===== src/rtl/core/lif_pkg.sv =====
// Shared types and constants for the LIF neuron population step block.
package lif_pkg;

  // Register indexes of the configuration channel.
  localparam logic [2:0] REG_MEM_GAIN  = 3'd0;
  localparam logic [2:0] REG_SYN_GAIN  = 3'd1;
  localparam logic [2:0] REG_LEAK_V    = 3'd2;
  localparam logic [2:0] REG_THRESH_V  = 3'd3;
  localparam logic [2:0] REG_RESET_V   = 3'd4;

  localparam int CFG_IDX_W  = 3;
  localparam int CFG_DATA_W = 32;
  localparam int IN_DATA_W  = 40;
  localparam int OUT_DATA_W = 80;

  // Depth of the queue between the front and the back.
  localparam int QDEPTH = 4;
  localparam int QAW    = 2;
  localparam int QCW    = 3;

  // Reset values of the configuration registers.
  localparam logic [15:0]        MEM_GAIN_RST = 16'd6554;
  localparam logic [15:0]        SYN_GAIN_RST = 16'd13107;
  localparam logic signed [31:0] LEAK_V_RST   = 32'sd0;
  localparam logic signed [31:0] THRESH_V_RST = 32'sd65536;
  localparam logic signed [31:0] RESET_V_RST  = 32'sd0;

  typedef struct packed {
    logic [15:0]        mem_gain;
    logic [15:0]        syn_gain;
    logic signed [31:0] leak_v;
    logic signed [31:0] thresh_v;
    logic signed [31:0] reset_v;
  } cfg_t;

  // One classified request as it waits in the queue.
  typedef struct packed {
    logic [7:0]         idx;
    logic signed [31:0] cur;
    logic               in_range;
  } item_t;

endpackage


===== src/rtl/core/lif_cfg_regs.sv =====
// Configuration register file of the LIF neuron population step block.
module lif_cfg_regs
  import lif_pkg::*;
(
  input  logic                  clk,
  input  logic                  rst,
  input  logic                  cfg_valid,
  output logic                  cfg_ready,
  input  logic [CFG_IDX_W-1:0]  cfg_index,
  input  logic [CFG_DATA_W-1:0] cfg_data,
  output cfg_t                  cfg
);

  assign cfg_ready = 1'b1;

  always_ff @(posedge clk) begin
    if (rst) begin
      cfg.mem_gain <= MEM_GAIN_RST;
      cfg.syn_gain <= SYN_GAIN_RST;
      cfg.leak_v   <= LEAK_V_RST;
      cfg.thresh_v <= THRESH_V_RST;
      cfg.reset_v  <= RESET_V_RST;
    end else if (cfg_valid && cfg_ready) begin
      case (cfg_index)
        REG_MEM_GAIN: cfg.mem_gain <= cfg_data[15:0];
        REG_SYN_GAIN: cfg.syn_gain <= cfg_data[15:0];
        REG_LEAK_V:   cfg.leak_v   <= cfg_data;
        REG_THRESH_V: cfg.thresh_v <= cfg_data;
        REG_RESET_V:  cfg.reset_v  <= cfg_data;
        default: begin
        end
      endcase
    end
  end

endmodule


===== config.mk =====
export PLATFORM = sky130hd
export DESIGN_NAME = lif_cfg_regs
export DESIGN_NICKNAME = d
export VERILOG_FILES = /design/src/rtl/core/lif_pkg.sv /design/src/rtl/core/lif_cfg_regs.sv
export SDC_FILE = /design/constraint.sdc
export NUM_CORES = 1
export LEC_CHECK = 0
export BUFFER_PORTS_ARGS = -buffer_cell sky130_fd_sc_hd__buf_2
export CORE_MARGIN = 3
export CORE_UTILIZATION = 29
export CTS_BUF_LIST = sky130_fd_sc_hd__clkbuf_4 sky130_fd_sc_hd__clkbuf_8
export DETAILED_ROUTE_END_ITERATION = 10
export SYNTH_ARGS = -nofsm -noshare
export SYNTH_HDL_FRONTEND = slang
export SYNTH_SLANG_ARGS = --single-unit
export TNS_END_PERCENT = 100

===== constraint.sdc =====
create_clock -name clk -period 2.45 [get_ports clk]
set_input_delay 0.49 -clock clk [delete_from_list [all_inputs] [get_ports clk]]
set_output_delay 0.49 -clock clk [all_outputs]
set_load 0.005 [all_outputs]

==> Yosys cells after proc, flatten, opt, wreduce, memory -nomap -nowiden <==
Index checks and enable logic that the tools add are counted.
{ "totals": {"out_inout_bits": 129, "reg_bits": 128} }
{ "op_classes": {"reduce_logical": 6, "n_eq_ne": 4} }
{ "ops": {"columns": ["operator", "count"], "rows": [
  ["$reduce_and 2->1", 5],
  ["$eq 3x2->1 const B", 2],
  ["$eq 3x1->1 const B", 1],
  ["$eq 3x3->1 const B", 1],
  ["$logic_not 3->1", 1]
]} }

==> Logic depth before layout (Yosys ltp) <==
Gate-level depths: netlist of the first run.
{ "depth": {"word_depth": 2, "mapped_depth": 6, "ltp_nobuf": 2} }

==> Worst setup path after synthesis of the first run <==
No wires, ideal clock.
{ "synth_timing": {"kind": "input port to flip-flop", "startpoint": "in cfg_index[0]", "endpoint": "reg cfg[127] in the netlist's numbering", "t_arrival_ps": 1284, "stages": 3, "t_required_ps": 2328, "n_path_buf": 1, "slack_ps": 1044, "path_cell_list": "or4b_1 -> buf_6 -> mux2i_1"} }
{ "synth_via": {"elab_chain_cells": 2} }
{ "synth_lines": {"columns": ["element", "line_no", "text"], "rows": [
  ["start: declaration", "lif_cfg_regs.sv:9", "input logic [CFG_IDX_W-1:0] cfg_index,"],
  ["$logic_not 3->1", "lif_cfg_regs.sv:24", "case (cfg_index)"],
  ["$reduce_and 2->1 (no line)", null, null],
  ["end: declaration", "lif_cfg_regs.sv:11", "output cfg_t cfg"]
]} }
No other way between the ends.
A chain may end at the register's enable or synchronous reset.

==> Worst setup path after layout of the first run <==
{ "layout_timing": {"startpoint": "reg cfg[35] in the netlist's numbering", "endpoint": "out cfg[35] in the netlist's numbering"} }
No word-level cell between the ends.

==> results by group, run 1 <==
Final layout
  – Leading registers by flop count: cfg: 128 flops
  – Final nets: approximately 670
  – Synthesis-to-layout area growth: 29.5%
  – Multi-input logic area: ~2400 sq um
  – Reg area: ~2600 sq um
  – Largest Register: cfg
  – N_diodes: 0
  – Share of cells above drive strength 1: between 30% and 40%
  – Number of flip-flops in the largest register: 128
  – Fillcell total: 1673
  – Final core occ: 39.2%

Worst setup path
  – Startpoint class of the critical path: flop
  – Reg2reg end: cfg[3]
  – Launching point of the worst reg2reg path: cfg[3]
  – CP arrival: about 950 ps
  – Crit-path cells: buf_2
  – WP buf/inv: 1
  – R2R depth: 2
  – CP delay by family, top: flip-flops
  – Critical path class: reg2out
  – Worst Setup SP: cfg[35]
  – Setup slack on the worst flop-to-flop path: approximately 1800 ps
  – Worst Setup End Kind: output port
  – Critical-path cell with the highest stage delay: dfxtp_1
  – Worst endpoint required time: a little under 2000 ps
  – Critical path fanouts, max: 2
  – CP peak stage delay: between 300 and 400 ps

Drt
  – Post-DRT Antenna Nets: 0
  – Initial DRC Count: 114
  – Post-Route WL: between 10 and 15 mm
  – DRC viols: 0
  – DRT Pass-1 Iters: 4
  – DR WL/cell: approximately 15 um
  – Vias per cell: between 4 and 5
  – Vias: between 3000 and 4000

Yosys
  – Post-synth design cell area: roughly 5100 sq um
  – Synthesized Nets: around 510
  – Cells after synthesis: roughly 470
  – Synth Register Bits: ~130
  – Distinct cells, synth: 14
  – Syn Area/Cell: 10.8 sq um
  – Post-synthesis sequential area ratio: 50.2%
  – Yosys warning count: 0

Clock tree
  – Clk Tree Root Cell: clkbuf_8
  – Total clock buffers created by CTS: 17
  – Hold bufs inserted after CTS: 0
  – Clock tree buffer depth: 2
  – Clock sinks: 128
  – Post-CTS Setup Bufs: 0
  – CTS tree: done
  – Worst skew pair latency: ~430 ps
  – H-tree lvl count: 4
  – Post-CTS Resized: 0
  – Register clock-pin slew on the reported worst setup and hold paths: ~80 ps

STA
  – Worst slew margin: 55.5%
  – Final period utilization: 58.7%
  – RSZ-0062 raised after global routing: false
  – Setup TNS: 0 ps
  – Fin crit period: 1440 ps
  – Fmax achieved: 696 MHz
  – Final setup fails: 0
  – Fin. Hold Viols: 0
  – Final Max Slew Viols: 0
  – Slew at the pin closest to its max-slew limit: 667 ps
  – Setup Skew: 0 ps

Worst hold path
  – Tightest Hold Check Type: in2reg
  – Worst hold stages: 3
  – Hold Path Sink: cfg[105]
  – Hold_sp: cfg_data[9]

Power and ir drop
  – Max IR drop VDD: a little over 300 uV
  – Leak Pwr: 3.27 nW
  – PD cells: 680 nW/um^2

Floorplanning
  – Die Span Y: around 140 um
  – Core Rows: 47
  – Core Box Area: ~17000 sq um
  – Die area: 19200 sq um
  – Die X: ~140 um
  – IO Pins: 167
  – Starting Density: a little under a third

Global route
  – Largest net degree at the start of global routing: 62
  – Number of antenna violations at the first check in global routing: 1
  – GRT Util Overall: 14.1%
  – First-pass GRT wire length: about 21 mm
  – Grt ovf: 0
  – Vias in the first global route: ~4000

Run status
  – Status: completed

Job
  – Max-Cap Viols: 0

Place
  – Buffers on Ports: around 170
  – GP Congestion: 0.771
  – Detail Placement HPWL: around 9.4 mm
## report_power, final
group	internal, mW	total, mW	switching [mW]
Combinational	0.153	0.311	0.157
Clock	1.16	2.03	0.869
Sequential	2.13	2.15	0.0242
## cell type report
type | count | share of cell area [%]
timing repair buffer | 176 | 14.2
clock inverter | 13 | 2.82
multi-input combinational | 308 | 36.1
clock buffer | 19 | 3.96
tap | 220 | 4.16
sequential | 128 | 38.8
## routing by layer
metal  wire length, um  global-route usage (%)
met2              6260                    23.3
met3              1110                    6.52
met1              5860                    16.4
met4               140                    4.38
met5                 7                       0
## worst max path at each step
stage / cells after the start / slack [ps] / to
CTS: 1 / 980 / cfg[35]
global placement: 3 / 650 / cfg[126]
global route: 1 / 940 / cfg[3]
finish: 1 / 1010 / cfg[35]
detailed placement: 3 / 610 / cfg[125]
floorplan: 3 / 1040 / cfg[127]
## cells in the final DEF, fill, tap and decap left out, drive strengths merged
cell type,instances
buf,176
nand2b,144
mux2i,128
dfxtp,128
nor2,28
clkbuf,19
clkinv,5
bufinv,4
clkinvlp,4
and4bb,2
nand4bb,2
nor4b,1
nand4b,1
or4b,1
conb,1
## through the flow
step | power [mW] | hold slack (ps) | instance area, sq um | cells | worst slack (ps)
3_3_place_gp | 2.51 | 454 | 6160 | 832 | 646
4_1_cts | 4.57 | 279 | 6610 | 864 | 977
5_1_grt | 4.70 | 286 | 6610 | 864 | 938
2_1_floorplan | 2.38 | 465 | 5100 | 471 | 1040
3_5_place_dp | 2.51 | 461 | 6160 | 832 | 614
6_report | 4.49 | 324 | 6610 | 864 | 1010
## cells by family after synthesis
kind of cell / share of synthesized area, %
AND/OR/NAND/NOR: 21.2
multiplexers: 25.1
flip-flops: 50.2
buffers and inverters: 3.46
other: 0.0735
## worst min-delay path, delay by kind of cell
family	cells	cell delay (ps)
buf+inv	1	90
mux	1	110
simple gates	1	40
## synthesized netlist by cell type (all sizes together)
cell     number  area [sq um]
or4b          1          10.0
clkbuf       14          52.6
conb          1          3.75
nand4bb       2          22.5
and4bb        2          25.0
nand4b        1          8.76
buf          21           124
dfxtp       128          2560
nor2         28           105
nor4b         1          8.76
nand2b      144           901
mux2i       128          1280
No activity file was read; power rests on OpenSTA's default activity.
==> run 2, diff against run 1 <==
==> constraint.sdc (replaced) <==
create_clock -name clk -period 1.4 [get_ports clk]
set_input_delay 0.28 -clock clk [delete_from_list [all_inputs] [get_ports clk]]
set_output_delay 0.28 -clock clk [all_outputs]
set_load 0.005 [all_outputs]
==> results by group, run 2 (synthesized netlist as in run 1, its figures left out) <==
Run status
  – Status: completed

Drt
  – DR WL/cell: 15.4 um (-0.22%)
  – DRC viols: 0 (unchanged)
  – Post-DRT Antenna Nets: 0 (unchanged)
  – DRT Pass-1 Iters: 4 (unchanged)
  – Initial DRC Count: 86 (-25%)
  – Vias per cell: 4.37 (-0.83%)
  – Vias: 3829 (+0.66%)
  – Post-Route WL: 13.5 mm (+1.3%)

Final layout
  – Most frequent cells in the layout: buf_2 (164), nand2b_1 (144), mux2i_1 (128), dfxtp_1 (128), nor2_1 (28)
  – Share of cells above drive strength 1: 34.2% (+1.3 points)
  – Final instance area: 6690 sq um (+1.3%)
  – Final nets: 683 (+2.1%)
  – Reg area: 2560 sq um (unchanged)
  – Fillcell total: 1671 (-0.12%)
  – N_diodes: 0 (unchanged)
  – Multi-input logic area: 2390 sq um (unchanged)
  – Largest Register: cfg
  – Commonest non-fill, non-tap cell in the layout: buf_2
  – Number of flip-flops in the largest register: 128 (unchanged)
  – Leading registers by flop count: cfg: 128 flops
  – Synthesis-to-layout area growth: 31.1%

STA
  – WHS: 124 ps (-200 ps)
  – Fmax achieved: ~820 MHz
  – Fin crit period: 1210 ps
  – Final setup fails: 0 (unchanged)
  – Fin. Hold Viols: 0 (unchanged)
  – Setup Skew: 0 ps (unchanged)
  – Final period utilization: 86.7%
  – Worst Slack Setup Final: 186 ps (-827 ps)
  – RSZ-0062 raised after global routing: false
  – Final Max Slew Viols: 0 (unchanged)
  – Setup TNS: 0 ps (unchanged)

Place
  – DP Worst Slack: 7.79 ps (-606 ps)
  – GP Congestion: 0.788 (+2.1%)
  – DP Area: 6330 sq um (+2.7%)
  – Detail Placement HPWL: 9.85 mm (+4.6%)
  – Buffers on Ports: 165 (unchanged)

Clock tree
  – CTS tree: done
  – H-tree lvl count: 4 (unchanged)
  – Post-CTS Setup Bufs: 0 (unchanged)
  – Clk Tree Root Cell: clkbuf_8
  – Post-CTS Resized: 0 (unchanged)
  – Clock sinks: 128 (unchanged)
  – Register clock-pin slew on the reported worst setup and hold paths: 80 ps (about the same)
  – Total clock buffers created by CTS: 17 (unchanged)
  – Clock tree buffer depth: 2 (unchanged)
  – Hold bufs inserted after CTS: 0 (unchanged)
  – Worst skew pair latency: 440 ps (about the same)

Job
  – Max-Cap Viols: 0 (unchanged)

Floorplanning
  – Core Box Area: 16900 sq um (unchanged)
  – Starting Density: 30.2% (unchanged)
  – IO Pins: 167 (unchanged)
  – Die X: 139 um (unchanged)
  – Die area: 19200 sq um (unchanged)
  – Die Span Y: 139 um (unchanged)
  – Core Rows: 47 (unchanged)

Worst setup path
  – Startpoint class of the critical path: flop
  – CP arrival: 930 ps (-20 ps)
  – Critical path class: reg2out
  – Worst Setup End Kind: output port
  – CP delay by family, top: flip-flops
  – Worst Setup SP: cfg[0]
  – Worst endpoint required time: 1120 ps (-840 ps)
  – Crit-path cells: buf_2
  – CP peak stage delay: 360 ps (-20 ps)
  – WP buf/inv: 1 (unchanged)
  – Launching point of the worst reg2reg path: cfg[48]
  – WP depth: 1 (unchanged)
  – Critical path fanouts, max: 2 (unchanged)
  – R2R depth: 2 (unchanged)
  – Critical-path cell with the highest stage delay: dfxtp_1

Worst hold path
  – Tightest Hold Check Type: in2reg
  – Hold_sp: cfg_data[7]
  – Worst hold stages: 3 (unchanged)

Global route
  – Grt ovf: 0 (unchanged)
  – GRT Util Overall: 14.2% (+0.098 points)
  – Number of antenna violations at the first check in global routing: 0 (-1)
  – Largest net degree at the start of global routing: 54 (-13%)
  – Vias in the first global route: 4173 (+4.2%)
  – First-pass GRT wire length: 21.7 mm (+1.0%)

Power and ir drop
  – Final Power: 7.28 mW (+62%)
  – Max IR drop VDD: 488 uV (+57%)
  – PD cells: 1090 nW/um^2 (+60%)
  – Leak Pwr: 3.32 nW (+1.4%)
## run 2: path summary, 6_finish.rpt
| path | end | slack, ps |
|---|---|---|
| worst max-delay path | cfg[0] | 190 |
| worst min-delay path | cfg[119] | 120 |
| worst max register to register | cfg[48] | 760 |
| worst min register to register | cfg[81] | 470 |
## run 2: area by class of cell
type | instances | share of cell area [%]
repair buffers | 190 | 16.5
well taps | 220 | 4.11
clock inverters | 13 | 1.74
multi-input cells | 308 | 35.7
flip-flops and latches | 128 | 38.3
clock buffers | 18 | 3.70
## run 2: power breakdown
part | total [mW] | switching [mW] | internal [mW]
combinational | 0.580 | 0.283 | 0.298
sequential | 3.76 | 0.0432 | 3.72
clock | 2.94 | 1.50 | 1.43
total | 7.28 | 1.83 | 5.45
## run 2: metal layers
metal	routed length (um)	up-vias	part of all wire, %	track usage, %
met5	0	-	0	0
met4	155	0	1.1	5.25
met3	1050	11	7.8	5.83
met2	6450	117	48	23.7
met1	5880	1807	43	16.4
li1	-	1894	-	-
## run 2: worst reg2reg max path: cells and delay by family, from the launching register on
family	cells	cell delay [ps]
multiplexers	1	160
flip-flops	1	350
AND/OR/NAND/NOR	1	60
## run 2: stage by stage
stage               utilization (%)  cells
finish                         39.7    877
floorplan                         -    471
global placement               37.5    846
CTS                            39.7    877
detailed placement             37.5    846
global route                   39.7    877
